--- src/rtl/radix_converter_top_macros.svh ---
// ----------------------------------------------------------------------------
// Radix converter assertion macros
// Concurrent check helpers clocked on clk_i and disabled while rst_ni is low.
// ----------------------------------------------------------------------------
`ifndef RADIX_CONVERTER_TOP_MACROS_SVH
`define RADIX_CONVERTER_TOP_MACROS_SVH

`ifndef SYNTHESIS
// Check that a property holds on every clock edge outside reset
`define RC_ASSERT(lbl, prop) \
  lbl: assert property (@(posedge clk_i) disable iff (!rst_ni) (prop)) \
    else $error("radix converter check failed");
// Check that a condition implies another one on the next edge
`define RC_ASSERT_NEXT(lbl, cond, prop) \
  lbl: assert property (@(posedge clk_i) disable iff (!rst_ni) (cond) |=> (prop)) \
    else $error("radix converter sequencing check failed");
`else
`define RC_ASSERT(lbl, prop)
`define RC_ASSERT_NEXT(lbl, cond, prop)
`endif

`endif

--- src/rtl/rc_pkg.sv ---
// ----------------------------------------------------------------------------
// Radix converter package
// Shared widths, the queued item type, the engine state type and digit coding.
// ----------------------------------------------------------------------------
package rc_pkg;

  // Integer bits taken from the input word and fraction digit limit
  localparam int INT_WIDTH   = 32;
  localparam int FRAC_DIGITS = 31;
  localparam int FRAC_WIDTH  = 32;
  localparam int BASE_WIDTH  = 6;
  localparam int CHAR_WIDTH  = 7;

  // Base limits and reset value
  localparam logic [BASE_WIDTH-1:0] BASE_MIN   = 6'd2;
  localparam logic [BASE_WIDTH-1:0] BASE_MAX   = 6'd36;
  localparam logic [BASE_WIDTH-1:0] BASE_RESET = 6'd10;

  // Long division processes one byte of dividend per cycle
  localparam int DIV_BITS  = 8;
  localparam int DIV_STEPS = (INT_WIDTH + DIV_BITS - 1) / DIV_BITS;
  localparam int DIV_WIDTH = DIV_STEPS * DIV_BITS;
  localparam int STEP_W    = $clog2(DIV_STEPS + 1);

  // Digit stack: at most INT_WIDTH integer digits (base two)
  localparam int NDIG_W = $clog2(INT_WIDTH + 1);
  localparam int SIDX_W = (INT_WIDTH > 1) ? $clog2(INT_WIDTH) : 1;
  localparam int FD_W   = $clog2(FRAC_DIGITS + 1);

  // Item queue between front and back
  localparam int QDEPTH = 2;
  localparam int QPTR_W = $clog2(QDEPTH);
  localparam int QCNT_W = $clog2(QDEPTH + 1);

  // Character codes
  localparam logic [CHAR_WIDTH-1:0] CHAR_DOT   = 7'd46;
  localparam logic [CHAR_WIDTH-1:0] CHAR_ZERO  = 7'd48;
  localparam logic [CHAR_WIDTH-1:0] CHAR_ALPHA = 7'd87;  // 'a' minus ten

  typedef struct packed {
    logic [INT_WIDTH-1:0]  whole;
    logic [FRAC_WIDTH-1:0] frac;
    logic [BASE_WIDTH-1:0] base;
  } rc_item_t;

  typedef struct packed {
    logic full;
    logic valid;
  } rc_qstat_t;

  typedef enum logic [2:0] {
    ST_IDLE,
    ST_DIV,
    ST_EMIT,
    ST_DOT,
    ST_FRAC
  } rc_state_e;

  // Map a digit value 0..35 onto 0-9a-z
  function automatic logic [CHAR_WIDTH-1:0] rc_ascii(input logic [BASE_WIDTH-1:0] dig);
    logic [CHAR_WIDTH-1:0] wide;
    wide = {{(CHAR_WIDTH-BASE_WIDTH){1'b0}}, dig};
    if (dig < 6'd10) begin
      return CHAR_ZERO + wide;
    end else begin
      return CHAR_ALPHA + wide;
    end
  endfunction

endpackage

--- src/rtl/rc_front.sv ---
// ----------------------------------------------------------------------------
// Radix converter front end
// Holds the radix register, accepts input words and classifies them into
// queue items with a clamped base and a masked integer part.
// ----------------------------------------------------------------------------
module rc_front (
  input  logic                           clk_i,
  input  logic                           rst_ni,
  input  logic                           cfg_we_i,
  input  logic [rc_pkg::BASE_WIDTH-1:0]  cfg_wdata_i,
  input  logic                           s_valid_i,
  output logic                           s_ready_o,
  input  logic [63:0]                    s_data_i,
  input  rc_pkg::rc_qstat_t              qstat_i,
  output logic                           push_o,
  output rc_pkg::rc_item_t               item_o
);
  import rc_pkg::*;

  logic [BASE_WIDTH-1:0] radix_q;
  logic [BASE_WIDTH-1:0] base;

  // Radix register
  always_ff @(posedge clk_i or negedge rst_ni) begin
    if (!rst_ni) begin
      radix_q <= BASE_RESET;
    end else if (cfg_we_i) begin
      radix_q <= cfg_wdata_i;
    end
  end

  // Clamp the base into range
  always_comb begin
    if (radix_q < BASE_MIN) begin
      base = BASE_MIN;
    end else if (radix_q > BASE_MAX) begin
      base = BASE_MAX;
    end else begin
      base = radix_q;
    end
  end

  // Accept whenever the queue has room
  assign s_ready_o = !qstat_i.full;
  assign push_o    = s_valid_i && !qstat_i.full;

  // Build the queue item
  always_comb begin
    item_o.whole = s_data_i[INT_WIDTH-1:0];
    item_o.frac  = s_data_i[32 +: FRAC_WIDTH];
    item_o.base  = base;
  end

endmodule

--- src/rtl/rc_queue.sv ---
// ----------------------------------------------------------------------------
// Radix converter item queue
// Short FIFO between the front end and the conversion engine.
// ----------------------------------------------------------------------------
module rc_queue (
  input  logic              clk_i,
  input  logic              rst_ni,
  input  logic              push_i,
  input  rc_pkg::rc_item_t  item_i,
  input  logic              pop_i,
  output rc_pkg::rc_item_t  item_o,
  output rc_pkg::rc_qstat_t qstat_o
);
  import rc_pkg::*;

  rc_item_t            slot_q [QDEPTH];
  logic [QPTR_W-1:0]   wptr_q, wptr_d;
  logic [QPTR_W-1:0]   rptr_q, rptr_d;
  logic [QCNT_W-1:0]   cnt_q, cnt_d;
  logic                do_push, do_pop;

  assign qstat_o.full  = (cnt_q == QCNT_W'(QDEPTH));
  assign qstat_o.valid = (cnt_q != '0);
  assign do_push = push_i && !qstat_o.full;
  assign do_pop  = pop_i && qstat_o.valid;
  assign item_o  = slot_q[rptr_q];

  // Advance pointers and count
  always_comb begin
    wptr_d = do_push ? QPTR_W'(wptr_q + 1'b1) : wptr_q;
    rptr_d = do_pop  ? QPTR_W'(rptr_q + 1'b1) : rptr_q;
    cnt_d  = cnt_q;
    if (do_push && !do_pop) begin
      cnt_d = QCNT_W'(cnt_q + 1'b1);
    end else if (do_pop && !do_push) begin
      cnt_d = QCNT_W'(cnt_q - 1'b1);
    end
  end

  always_ff @(posedge clk_i or negedge rst_ni) begin
    if (!rst_ni) begin
      wptr_q <= '0;
      rptr_q <= '0;
      cnt_q  <= '0;
    end else begin
      wptr_q <= wptr_d;
      rptr_q <= rptr_d;
      cnt_q  <= cnt_d;
    end
  end

  // Store the pushed word
  always_ff @(posedge clk_i) begin
    if (do_push) begin
      slot_q[wptr_q] <= item_i;
    end
  end

endmodule

--- src/rtl/rc_back.sv ---
// ----------------------------------------------------------------------------
// Radix converter back end
// Divides the integer part by the base a byte per cycle, stacks the digits,
// then emits them, the dot and the fraction digits through an output register.
// ----------------------------------------------------------------------------
module rc_back (
  input  logic                            clk_i,
  input  logic                            rst_ni,
  input  rc_pkg::rc_qstat_t               qstat_i,
  input  rc_pkg::rc_item_t                item_i,
  output logic                            pop_o,
  output logic                            out_valid_o,
  input  logic                            out_ready_i,
  output logic [rc_pkg::CHAR_WIDTH-1:0]   out_char_o,
  output logic                            out_last_o
);
  import rc_pkg::*;
  `include "radix_converter_top_macros.svh"

  rc_state_e              state_q, state_d;
  logic [DIV_WIDTH-1:0]   dvd_q, dvd_d;
  logic [BASE_WIDTH-1:0]  rem_q, rem_d;
  logic [BASE_WIDTH-1:0]  base_q, base_d;
  logic [FRAC_WIDTH-1:0]  frac_q, frac_d;
  logic [STEP_W-1:0]      step_q, step_d;
  logic [NDIG_W-1:0]      ndig_q, ndig_d;
  logic [FD_W-1:0]        fd_q, fd_d;
  logic [BASE_WIDTH-1:0]  stack_q [INT_WIDTH];
  logic                   out_valid_q, out_valid_d;
  logic [CHAR_WIDTH-1:0]  out_char_q, out_char_d;
  logic                   out_last_q, out_last_d;

  logic                   slot_free;
  logic                   byte_done;
  logic                   push_dig;
  logic [DIV_WIDTH-1:0]   div_q;
  logic [BASE_WIDTH-1:0]  div_r;
  logic [NDIG_W-1:0]      ndig_m1;
  logic [BASE_WIDTH-1:0]  top_dig;
  logic [FRAC_WIDTH+BASE_WIDTH-1:0] prod;
  logic                   frac_end;

  assign slot_free = !out_valid_q || out_ready_i;
  assign byte_done = (step_q == STEP_W'(DIV_STEPS - 1));
  assign ndig_m1   = NDIG_W'(ndig_q - 1'b1);
  assign top_dig   = stack_q[ndig_m1[SIDX_W-1:0]];
  assign prod      = (FRAC_WIDTH+BASE_WIDTH)'(frac_q) * (FRAC_WIDTH+BASE_WIDTH)'(base_q);
  assign frac_end  = (prod[FRAC_WIDTH-1:0] == '0) || (fd_q == FD_W'(FRAC_DIGITS - 1));

  // One byte of restoring long division
  always_comb begin
    logic [BASE_WIDTH:0]  r7;
    logic [BASE_WIDTH-1:0] r;
    logic [DIV_WIDTH-1:0] d;
    r = rem_q;
    d = dvd_q;
    for (int k = 0; k < DIV_BITS; k++) begin
      r7 = {r, d[DIV_WIDTH-1]};
      d  = {d[DIV_WIDTH-2:0], 1'b0};
      if (r7 >= {1'b0, base_q}) begin
        r7   = r7 - {1'b0, base_q};
        d[0] = 1'b1;
      end
      r = r7[BASE_WIDTH-1:0];
    end
    div_q = d;
    div_r = r;
  end

  // Next state
  always_comb begin
    state_d = state_q;
    case (state_q)
      ST_IDLE: begin
        if (qstat_i.valid) begin
          state_d = ST_DIV;
        end
      end
      ST_DIV: begin
        if (byte_done && (div_q == '0)) begin
          state_d = ST_EMIT;
        end
      end
      ST_EMIT: begin
        if (slot_free && (ndig_q == NDIG_W'(1))) begin
          state_d = ST_DOT;
        end
      end
      ST_DOT: begin
        if (slot_free) begin
          state_d = (frac_q == '0) ? ST_IDLE : ST_FRAC;
        end
      end
      ST_FRAC: begin
        if (slot_free && frac_end) begin
          state_d = ST_IDLE;
        end
      end
      default: state_d = ST_IDLE;
    endcase
  end

  // Datapath and output register loads
  always_comb begin
    dvd_d       = dvd_q;
    rem_d       = rem_q;
    base_d      = base_q;
    frac_d      = frac_q;
    step_d      = step_q;
    ndig_d      = ndig_q;
    fd_d        = fd_q;
    pop_o       = 1'b0;
    push_dig    = 1'b0;
    out_valid_d = out_valid_q && !out_ready_i;
    out_char_d  = out_char_q;
    out_last_d  = out_last_q;
    case (state_q)
      ST_IDLE: begin
        if (qstat_i.valid) begin
          pop_o  = 1'b1;
          dvd_d  = DIV_WIDTH'(item_i.whole);
          rem_d  = '0;
          base_d = item_i.base;
          frac_d = item_i.frac;
          step_d = '0;
          ndig_d = '0;
          fd_d   = '0;
        end
      end
      ST_DIV: begin
        dvd_d = div_q;
        if (byte_done) begin
          push_dig = 1'b1;
          ndig_d   = NDIG_W'(ndig_q + 1'b1);
          rem_d    = '0;
          step_d   = '0;
        end else begin
          rem_d  = div_r;
          step_d = STEP_W'(step_q + 1'b1);
        end
      end
      ST_EMIT: begin
        if (slot_free) begin
          out_valid_d = 1'b1;
          out_char_d  = rc_ascii(top_dig);
          out_last_d  = 1'b0;
          ndig_d      = ndig_m1;
        end
      end
      ST_DOT: begin
        if (slot_free) begin
          out_valid_d = 1'b1;
          out_char_d  = CHAR_DOT;
          out_last_d  = (frac_q == '0);
        end
      end
      ST_FRAC: begin
        if (slot_free) begin
          out_valid_d = 1'b1;
          out_char_d  = rc_ascii(prod[FRAC_WIDTH +: BASE_WIDTH]);
          out_last_d  = frac_end;
          frac_d      = prod[FRAC_WIDTH-1:0];
          fd_d        = FD_W'(fd_q + 1'b1);
        end
      end
      default: begin
        out_valid_d = 1'b0;
      end
    endcase
  end

  // Control registers
  always_ff @(posedge clk_i or negedge rst_ni) begin
    if (!rst_ni) begin
      state_q     <= ST_IDLE;
      step_q      <= '0;
      ndig_q      <= '0;
      fd_q        <= '0;
      out_valid_q <= 1'b0;
    end else begin
      state_q     <= state_d;
      step_q      <= step_d;
      ndig_q      <= ndig_d;
      fd_q        <= fd_d;
      out_valid_q <= out_valid_d;
    end
  end

  // Payload registers
  always_ff @(posedge clk_i) begin
    dvd_q      <= dvd_d;
    rem_q      <= rem_d;
    base_q     <= base_d;
    frac_q     <= frac_d;
    out_char_q <= out_char_d;
    out_last_q <= out_last_d;
    if (push_dig) begin
      stack_q[ndig_q[SIDX_W-1:0]] <= div_r;
    end
  end

  assign out_valid_o = out_valid_q;
  assign out_char_o  = out_char_q;
  assign out_last_o  = out_last_q;

  // Checks
  `RC_ASSERT(a_stack_bound, ndig_q <= NDIG_W'(INT_WIDTH))
  `RC_ASSERT(a_frac_nonzero, (state_q != ST_FRAC) || (frac_q != '0))
  `RC_ASSERT(a_frac_count, (state_q != ST_FRAC) || (fd_q < FD_W'(FRAC_DIGITS)))
  `RC_ASSERT(a_emit_has_digit, (state_q != ST_EMIT) || (ndig_q != '0))
  `RC_ASSERT_NEXT(a_pop_starts_div, pop_o, state_q == ST_DIV)

endmodule

--- src/rtl/radix_converter_top.sv ---
// ----------------------------------------------------------------------------
// Radix converter top level
// Converts an unsigned integer plus a Q0.32 fraction into ASCII digits in a
// configurable base, integer digits first, then '.', then fraction digits.
//
//   channel   dir   handshake             payload
//   s_axis    in    tvalid/tready         tdata[31:0] integer, [63:32] fraction
//   m_axis    out   tvalid/tready/tlast   tdata[6:0] char code, tlast last char
//   cfg       in    cfg_we_i              cfg_wdata_i radix
//
// Each integer digit comes from byte-wide long division over DIV_STEPS bytes;
// each emitted character then passes through the output register, and a
// fraction digit comes from one 32x6 multiply. A number has up to 32
// base-two integer digits and 31 fraction digits. Two input words queue
// ahead of the engine; a stalled m_axis holds the engine in its emit, dot
// and fraction states. Reset clears all control state and sets the radix to 10.
// ----------------------------------------------------------------------------
module radix_converter_top (
  input  logic        clk_i,
  input  logic        rst_ni,
  input  logic        cfg_we_i,
  input  logic [5:0]  cfg_wdata_i,
  input  logic        s_axis_tvalid,
  output logic        s_axis_tready,
  input  logic [63:0] s_axis_tdata,   // [31:0] integer_part, [63:32] fraction_part
  output logic        m_axis_tvalid,
  input  logic        m_axis_tready,
  output logic [7:0]  m_axis_tdata,   // [6:0] char_code, [7] zero
  output logic        m_axis_tlast    // last_char
);
  import rc_pkg::*;

  rc_qstat_t             qstat;
  rc_item_t              front_item;
  rc_item_t              back_item;
  logic                  push;
  logic                  pop;
  logic [CHAR_WIDTH-1:0] out_char;

  rc_front u_front (
    .clk_i       (clk_i),
    .rst_ni      (rst_ni),
    .cfg_we_i    (cfg_we_i),
    .cfg_wdata_i (cfg_wdata_i),
    .s_valid_i   (s_axis_tvalid),
    .s_ready_o   (s_axis_tready),
    .s_data_i    (s_axis_tdata),
    .qstat_i     (qstat),
    .push_o      (push),
    .item_o      (front_item)
  );

  rc_queue u_queue (
    .clk_i   (clk_i),
    .rst_ni  (rst_ni),
    .push_i  (push),
    .item_i  (front_item),
    .pop_i   (pop),
    .item_o  (back_item),
    .qstat_o (qstat)
  );

  rc_back u_back (
    .clk_i       (clk_i),
    .rst_ni      (rst_ni),
    .qstat_i     (qstat),
    .item_i      (back_item),
    .pop_o       (pop),
    .out_valid_o (m_axis_tvalid),
    .out_ready_i (m_axis_tready),
    .out_char_o  (out_char),
    .out_last_o  (m_axis_tlast)
  );

  // Pad the character code to a byte
  assign m_axis_tdata = {1'b0, out_char};

endmodule

--- config.mk ---
export PLATFORM = sky130hd
export DESIGN_NAME = radix_converter_top
export DESIGN_NICKNAME = d
export VERILOG_FILES = /design/src/rtl/rc_pkg.sv /design/src/rtl/rc_front.sv /design/src/rtl/rc_queue.sv /design/src/rtl/rc_back.sv /design/src/rtl/radix_converter_top.sv
export VERILOG_INCLUDE_DIRS = /design/src /design/src/rtl
export SDC_FILE = /design/constraint.sdc
export NUM_CORES = 1
export LEC_CHECK = 0
export BUFFER_PORTS_ARGS = -buffer_cell sky130_fd_sc_hd__buf_2
export CORE_MARGIN = 4
export CORE_UTILIZATION = 55
export DETAILED_ROUTE_END_ITERATION = 7
export PLACE_DENSITY = 0.74
export SYNTH_ARGS = -nofsm -noshare
export SYNTH_HDL_FRONTEND = slang
export SYNTH_SLANG_ARGS = --single-unit
--- constraint.sdc ---
create_clock -name clk_i -period 27.8 [get_ports clk_i]
set_input_delay 1.39 -clock clk_i [delete_from_list [all_inputs] [get_ports clk_i]]
set_output_delay 1.39 -clock clk_i [all_outputs]
set_load 0.02 [all_outputs]
Yosys cells after proc, flatten, opt, wreduce, memory -nomap -nowiden
Memories as Yosys holds them, arrays and structs flattened. Cells that the tools add are included.

Add/sub/neg operators: 20. Multipliers: 1. Order comparisons: 12. Eq/ne operators: 16. Mux-type cells: 64. Reduce and logical (&&, ||, !) cells: 34.

Operators with widths (number): case mux 32 bit (2 select lines) (2); logical NOT 32 bit (3); two-way mux 32 bit (3); two-way mux 6 bit (14); >= comparator 7 x 6 -> 1 bit (8); subtractor 6 bit (8); multiplier 32 x 6 -> 38 bit (1); two-way mux 7 bit (5); two-way mux 3 bit (8); case mux 7 bit (3 select lines) (1); two-way mux 1 bit (20); case mux 6 bit (3 select lines) (1); case mux 3 bit (5 select lines) (1); adder 6 x 6 -> 7 bit (first input constant) (2); adder 7 x 6 -> 7 bit (first input constant) (2); != test 2 x 1 -> 1 bit (second input constant) (7); less-than comparator 6 x 4 -> 1 bit (second input constant) (2); case mux 6 bit (2 select lines) (1); two-way mux 5 bit (2); case mux 5 bit (2 select lines) (1); equality test 3 x 2 -> 1 bit (second input constant) (3); logical AND 1 bit (9); AND reduction 4 bit (2); nonzero test 2 bit (4); other kinds (28) (37).

Flip-flop bits (word level): 112. RAM bits: 332. Input port bits: 75. Output and inout bits: 11. Logic and storage cells: 164. Memories kept: 2.

Memory list: u_back.stack_q (words 32, width 6, rd ports 1, clocked after memory_dff 0, write ports 1, line rc_back.sv:28) `logic [BASE_WIDTH-1:0] stack_q [INT_WIDTH];`; u_queue.slot_q (words 2, width 70, rd ports 1, clocked after memory_dff 0, write ports 1, line rc_queue.sv:16) `rc_item_t slot_q [QDEPTH];`.

Longest topological paths before layout
Word-level depth: 20. Gate-level depth with buffers: 82. Depth with buffers taken out: 78.

By module
A second synthesis with hierarchy kept.

Cells, all modules: 2227. Area total of the unflattened synthesis: 27371.3 µm².

Modules (own cells, without submodules): rc_back (instances 1, cells an instance 1897, area an instance 20963.9 µm², sequential area each 8738.4 µm²); rc_queue (instances 1, cells an instance 237, area an instance 5602.9 µm², sequential area each 4304.1 µm²); rc_front (instances 1, cells an instance 91, area an instance 793.3 µm², sequential area each 152.6 µm²); radix_converter_top (instances 1, cells an instance 2, area an instance 11.3 µm², sequential area each 0.0 µm²).

Least setup slack after synthesis
OpenSTA, ideal clock, no wires.

Kind: register -> register. Start: register u_back.base_q[1]. End: register u_back.rem_q[0], data pin. Setup time: 139 ps. Arrival time: 17558 ps. Data required time: 27661 ps. Setup slack: 10103 ps. Cell stages (with the launch flop): 79. Buffers on the path: 3. Clock period less this slack: 17697 ps. Cells stage by stage: edfxtp_1 > clkbuf_1 > inv_1 > ha_1 > nand3b_1 > a21boi_2 > o31ai_4 > nand2_4 > mux2_2 > inv_1 > ha_1 > nor2b_1 > o31a_1 > o211a_1 > nor2_1 > clkbuf_1 > o21ai_0 > ha_1 > [43 not listed] > o21ai_0 > nand2b_1 > a21o_1 > a21o_2 > a211o_2 > a221oi_4 > mux2i_1 > ha_1 > a21oi_1 > o21ai_0 > a21o_1 > a21o_1 > a31o_2 > a21o_2 > a31oi_1 > mux2i_4 > mux2i_1 > and3_1.

Cells in the longest elaborated chain, start to end: 18. Elaborated cells between the ends (all ways): 25. Classes of those cells: add/sub (7); order compare (8); mux (10).

RTL lines: start, declared (line rc_back.sv:23) `logic [BASE_WIDTH-1:0] base_q, base_d;`; start signal, assigned (line rc_back.sv:193) `base_q <= base_d;`; subtractor 6 bit / >= comparator 7 x 6 -> 1 bit (equally long branches) (line rc_back.sv:61, rc_back.sv:60); two-way mux 6 bit (line rc_back.sv:60) `if (r7 >= {1'b0, base_q}) begin`; subtractor 6 bit / >= comparator 7 x 6 -> 1 bit (equally long branches) (line rc_back.sv:61, rc_back.sv:60); two-way mux 6 bit (line rc_back.sv:60); subtractor 6 bit / >= comparator 7 x 6 -> 1 bit (equally long branches) (line rc_back.sv:61, rc_back.sv:60); two-way mux 6 bit (line rc_back.sv:60); subtractor 6 bit / >= comparator 7 x 6 -> 1 bit (equally long branches) (line rc_back.sv:61, rc_back.sv:60); two-way mux 6 bit (line rc_back.sv:60); [3 not listed]; two-way mux 6 bit (line rc_back.sv:60); subtractor 6 bit / >= comparator 7 x 6 -> 1 bit (equally long branches) (line rc_back.sv:61, rc_back.sv:60); two-way mux 6 bit (line rc_back.sv:60); >= comparator 7 x 6 -> 1 bit (*) (line rc_back.sv:60); two-way mux 6 bit (*) (line rc_back.sv:60); via u_back.div_r[0] (line rc_back.sv:37) `logic [BASE_WIDTH-1:0] div_r;`; two-way mux 6 bit (*) (line rc_back.sv:132) `if (byte_done) begin`; case mux 6 bit (2 select lines) (*) (line rc_back.sv:117) `case (state_q)`; end signal, assigned (line rc_back.sv:192) `rem_q <= rem_d;`; end, declared (line rc_back.sv:22) `logic [BASE_WIDTH-1:0] rem_q, rem_d;`.

Mark *: on every way through the listed nets, which the timed path passes. The rest lies on a longest branch. A chain may end at the register's enable or synchronous reset.

Worst setup path after layout
Start: register u_back.base_q[1]. End: register u_back.state_q[0].

Cells in the longest elaborated chain, start to end: 20. Elaborated cells between the ends (all ways): 39. Classes of those cells: add/sub (7); mul (1); order compare (8); eq/ne (2); mux (15); reduce/logical (6).

RTL lines: subtractor 6 bit / >= comparator 7 x 6 -> 1 bit (equally long branches) (line rc_back.sv:61, rc_back.sv:60); two-way mux 6 bit (line rc_back.sv:60); subtractor 6 bit / >= comparator 7 x 6 -> 1 bit (equally long branches) (line rc_back.sv:61, rc_back.sv:60); two-way mux 6 bit (line rc_back.sv:60); subtractor 6 bit / >= comparator 7 x 6 -> 1 bit (equally long branches) (line rc_back.sv:61, rc_back.sv:60); two-way mux 6 bit (line rc_back.sv:60); subtractor 6 bit / >= comparator 7 x 6 -> 1 bit (equally long branches) (line rc_back.sv:61, rc_back.sv:60); two-way mux 6 bit (line rc_back.sv:60); [4 not listed]; subtractor 6 bit / >= comparator 7 x 6 -> 1 bit (equally long branches) (line rc_back.sv:61, rc_back.sv:60); two-way mux 6 bit (line rc_back.sv:60); >= comparator 7 x 6 -> 1 bit (line rc_back.sv:60); two-way mux 1 bit (line rc_back.sv:60); logical NOT 32 bit (line rc_back.sv:80) `if (byte_done && (div_q == '0)) begin`; logical AND 1 bit (line rc_back.sv:80); != test 2 x 1 -> 1 bit (no source line); AND reduction 5 bit (no source line) (*); end signal, assigned (line rc_back.sv:181) `state_q <= state_d;`; end, declared (line rc_back.sv:20) `rc_state_e state_q, state_d;`.

Every way passes the cells marked *; elsewhere a longest branch is shown, timed or not.

==> flow_summary.yaml <==
clock_tree:
  cts-root-buf: "clkbuf_16"
  cts.sinks: 444
  numCtsBuffers: 47
  ctsLongestPathBuffers: 3
  cts_hold_buf: 0
  cts_setup_buffers: 0
  cts_tree: "built"
  worstSkewPairLatency_ns: 0.61
  clkSlewWorstSetupHoldPaths_ns: 0.06
  htreeDepth: 2
  cts_resized: 0
critical_path:
  ff2ff_setup_slack_ns: 7.97
  crit_top_cell: "o21ai_0"
  critical_path.max_stage_delay_ns: 0.65
  regToRegEndpoint: "u_back.state_q[0]"
  rr_worst_depth: 77
  r2r-start: "u_back.base_q[1]"
  critPathLaunchType: "flop"
  end_kind: "flop"
  crit_type: "flop to flop"
  arrival_ns: 20.33
  required_ns: 28.29
  critPathSlowestCell: "nor2_1"
  worstPathMaxFanout: 39
grt:
  grt-ovfl-total: 0
  grt_pass1_wl_microns: 96600
  track_usage: 0.240
  antenna_found_initial: 0
  grt_max_degree: 75
  grt_pass1_vias: 17700
route:
  drt_wl_total_microns: 60900
  num_vias: 17000
  dr.pass1.iters: 6
  wire_per_inst_microns: 21.5
  avgViaCountPerCell: 6.00
  drt_iter0_drc: 1580
  ant_nets: 0
  post-route-drc-count: 0
floorplan:
  dieWidth_microns: 227
  start_util: 0.560
  fp-row-count: 79
  fp.dieArea_sq_um: 51400
  io_pins: 86
  fp.dieH_microns: 227
  coreArea_sq_um: 47000
finish:
  diodes: 0
  layout.nets: 2505
  area_delta_synth_final_pct: 10.0
  drive_above_1_share: 0.141
timing:
  tightest_slew_ns: 1.12
  fin_crit_ns: 19.83
  skew_ns: 0.0297
  rsz0062_at_grt: "false"
  slew-limit-headroom: 0.256
  finalCritPeriodShare: 0.713
  slew_violations: 0
  fmax_ghz: 0.0504
  tns_ns: 0
  setup_viol: 0
  hold_viol_final: 0
yosys:
  ys_async_sr_fraction: 0.0631
  ys_types: 94
  synthMuxAreaShare: 0.0898
  synthCells: 2115
  yosys.area_share.simple: 0.102
  yosys_warnings: 0
  synth_nets: 2430
  synth_fa_ha_area_frac: 0.151
  synth-compound-area-share: 0.0950
  synth_area_per_cell_sq_um: 12.4
  synthXorXnorAreaFrac: 0.0223
  synth_edf_count: 416
  synth-seq-cells: 444
  seq_area_frac_synth: 0.501
  synth_top_family_by_area: "adder cells"
  ys.flop_type: "edfxtp_1"
  syn_area_sq_um: 26300
worst_hold_path:
  hold_depth: 1
  worstHoldStart: "u_back.step_q[1]"
  worst_hold_path.endpoint: "u_back.step_q[1]"
  hp-class: "flop to flop"
place:
  io_buffers: 84
  dp_hpwl_microns: 42600
  gp_congestion: 0.905
outcome:
  status: "complete, no violations"
flow_run:
  cap_violations: 0
[per-layer routing]
| layer | GRT usage | share of wire | vias to the layer above |
|---|---|---|---|
| li1 | - | - | 7814 |
| met1 | 0.324 | 0.42 | 8488 |
| met2 | 0.405 | 0.49 | 600 |
| met3 | 0.0357 | 0.057 | 125 |
| met4 | 0.0760 | 0.032 | 0 |
| met5 | 0 | 0 | - |
[cells by family (layout without fill, tap and decap cells)]
kind of cell    Yosys count  in the layout
simple gates            582            582
flops                   444            444
compound gates          369            369
buf+inv                 257            371
fa+ha+maj               241            241
mux                     154            154
xor+xnor                 67             67
other cells               1              1
[critical path, delay by kind of cell (launching register included)]
family / cells / cell delay [ns]
buffers and inverters: 5 / 1.13
multiplexers: 3 / 1.08
adder cells (fa/ha/maj): 8 / 2.50
AO/OA/AOI/OAI: 43 / 10.83
flip-flops: 1 / 0.32
AND/OR/NAND/NOR: 18 / 3.81
[cells in the mapped netlist, types with 9 or more instances]
master	n	share of area
nor3_1	17	0.0032
mux2i_1	65	0.025
nand4_1	16	0.0038
nor4_1	17	0.0040
or2_2	9	0.0021
xnor2_1	37	0.012
nand3_1	14	0.0027
mux4_2	60	0.051
nand2b_1	22	0.0052
o21ai_0	101	0.019
a211oi_1	29	0.0083
and2_1	22	0.0052
mux2_2	21	0.0090
ha_1	111	0.053
inv_1	182	0.026
a21oi_1	71	0.014
and3_1	14	0.0033
nor2_1	97	0.014
fa_1	129	0.098
a21o_1	29	0.0083
nor2b_1	37	0.0088
xor2_1	30	0.010
a31oi_1	16	0.0038
dfrtp_1	26	0.025
clkbuf_1	64	0.0091
edfxtp_1	416	0.47
nand2_1	290	0.041
o21a_1	19	0.0054
[placed cells by master (no fill, tap or decap), types with 29 or more instances in the layout]
cell type / synthesis / routed
nor2b_1: 37 / 37
o21ai_0: 101 / 101
buf_2: 1 / 84
nor2_1: 97 / 96
ha_1: 111 / 110
edfxtp_1: 416 / 416
mux4_2: 60 / 60
a21o_1: 29 / 29
a21oi_1: 71 / 71
a211oi_1: 29 / 29
mux2i_1: 65 / 64
clkbuf_16: 0 / 47
inv_1: 182 / 182
xnor2_1: 37 / 36
xor2_1: 30 / 30
fa_1: 129 / 129
nand2_1: 290 / 290
[sequential cells by signal, indices dropped and copies added (netlist names), 5 cells and up]
register,cells
u_back.stack_q,192
u_queue.slot_q,140
u_back.dvd_q,32
u_back.frac_q,32
u_back.out_char_o,7
u_back.base_q,6
u_back.ndig_q,6
u_back.rem_q,6
u_front.radix_q,6
u_back.fd_q,5
[worst max path at each step]
stage	startpoint	end	slack, ns	cells past startpoint
2_1_floorplan	u_back.base_q[1]	u_back.rem_q[0]	10.10	78
3_3_place_gp	u_back.base_q[1]	u_back.state_q[0]	8.77	77
3_5_place_dp	u_back.base_q[1]	u_back.state_q[0]	8.24	77
4_1_cts	u_back.base_q[1]	u_back.state_q[0]	8.10	77
5_1_grt	u_back.base_q[1]	u_back.state_q[0]	6.37	77
6_report	u_back.base_q[1]	u_back.state_q[0]	7.97	77
[layout make-up]
type | instances | area [sq um]
fill | 3518 | 18000
inverter | 182 | 683
clock inverter | 27 | 355
multi-input combinational | 1414 | 12200
timing repair buffer | 101 | 548
tap | 607 | 759
clock buffer | 61 | 1250
sequential | 444 | 13200
[metrics by stage]
stage | worst slack, ns | cells | util | area (sq um) | hold WS (ns)
6_report | 7.97 | 2836 | 0.617 | 28900 | 0.503
3_5_place_dp | 8.24 | 2748 | 0.582 | 27300 | 0.490
2_1_floorplan | 10.10 | 2115 | - | 26300 | 0.452
5_1_grt | 6.37 | 2836 | 0.617 | 28900 | 0.529
3_3_place_gp | 8.77 | 2748 | 0.582 | 27300 | 0.478
4_1_cts | 8.10 | 2836 | 0.617 | 28900 | 0.504
Power is not shown: default switching activity piles up to over one toggle a cycle in this logic, so the estimate is an artifact.
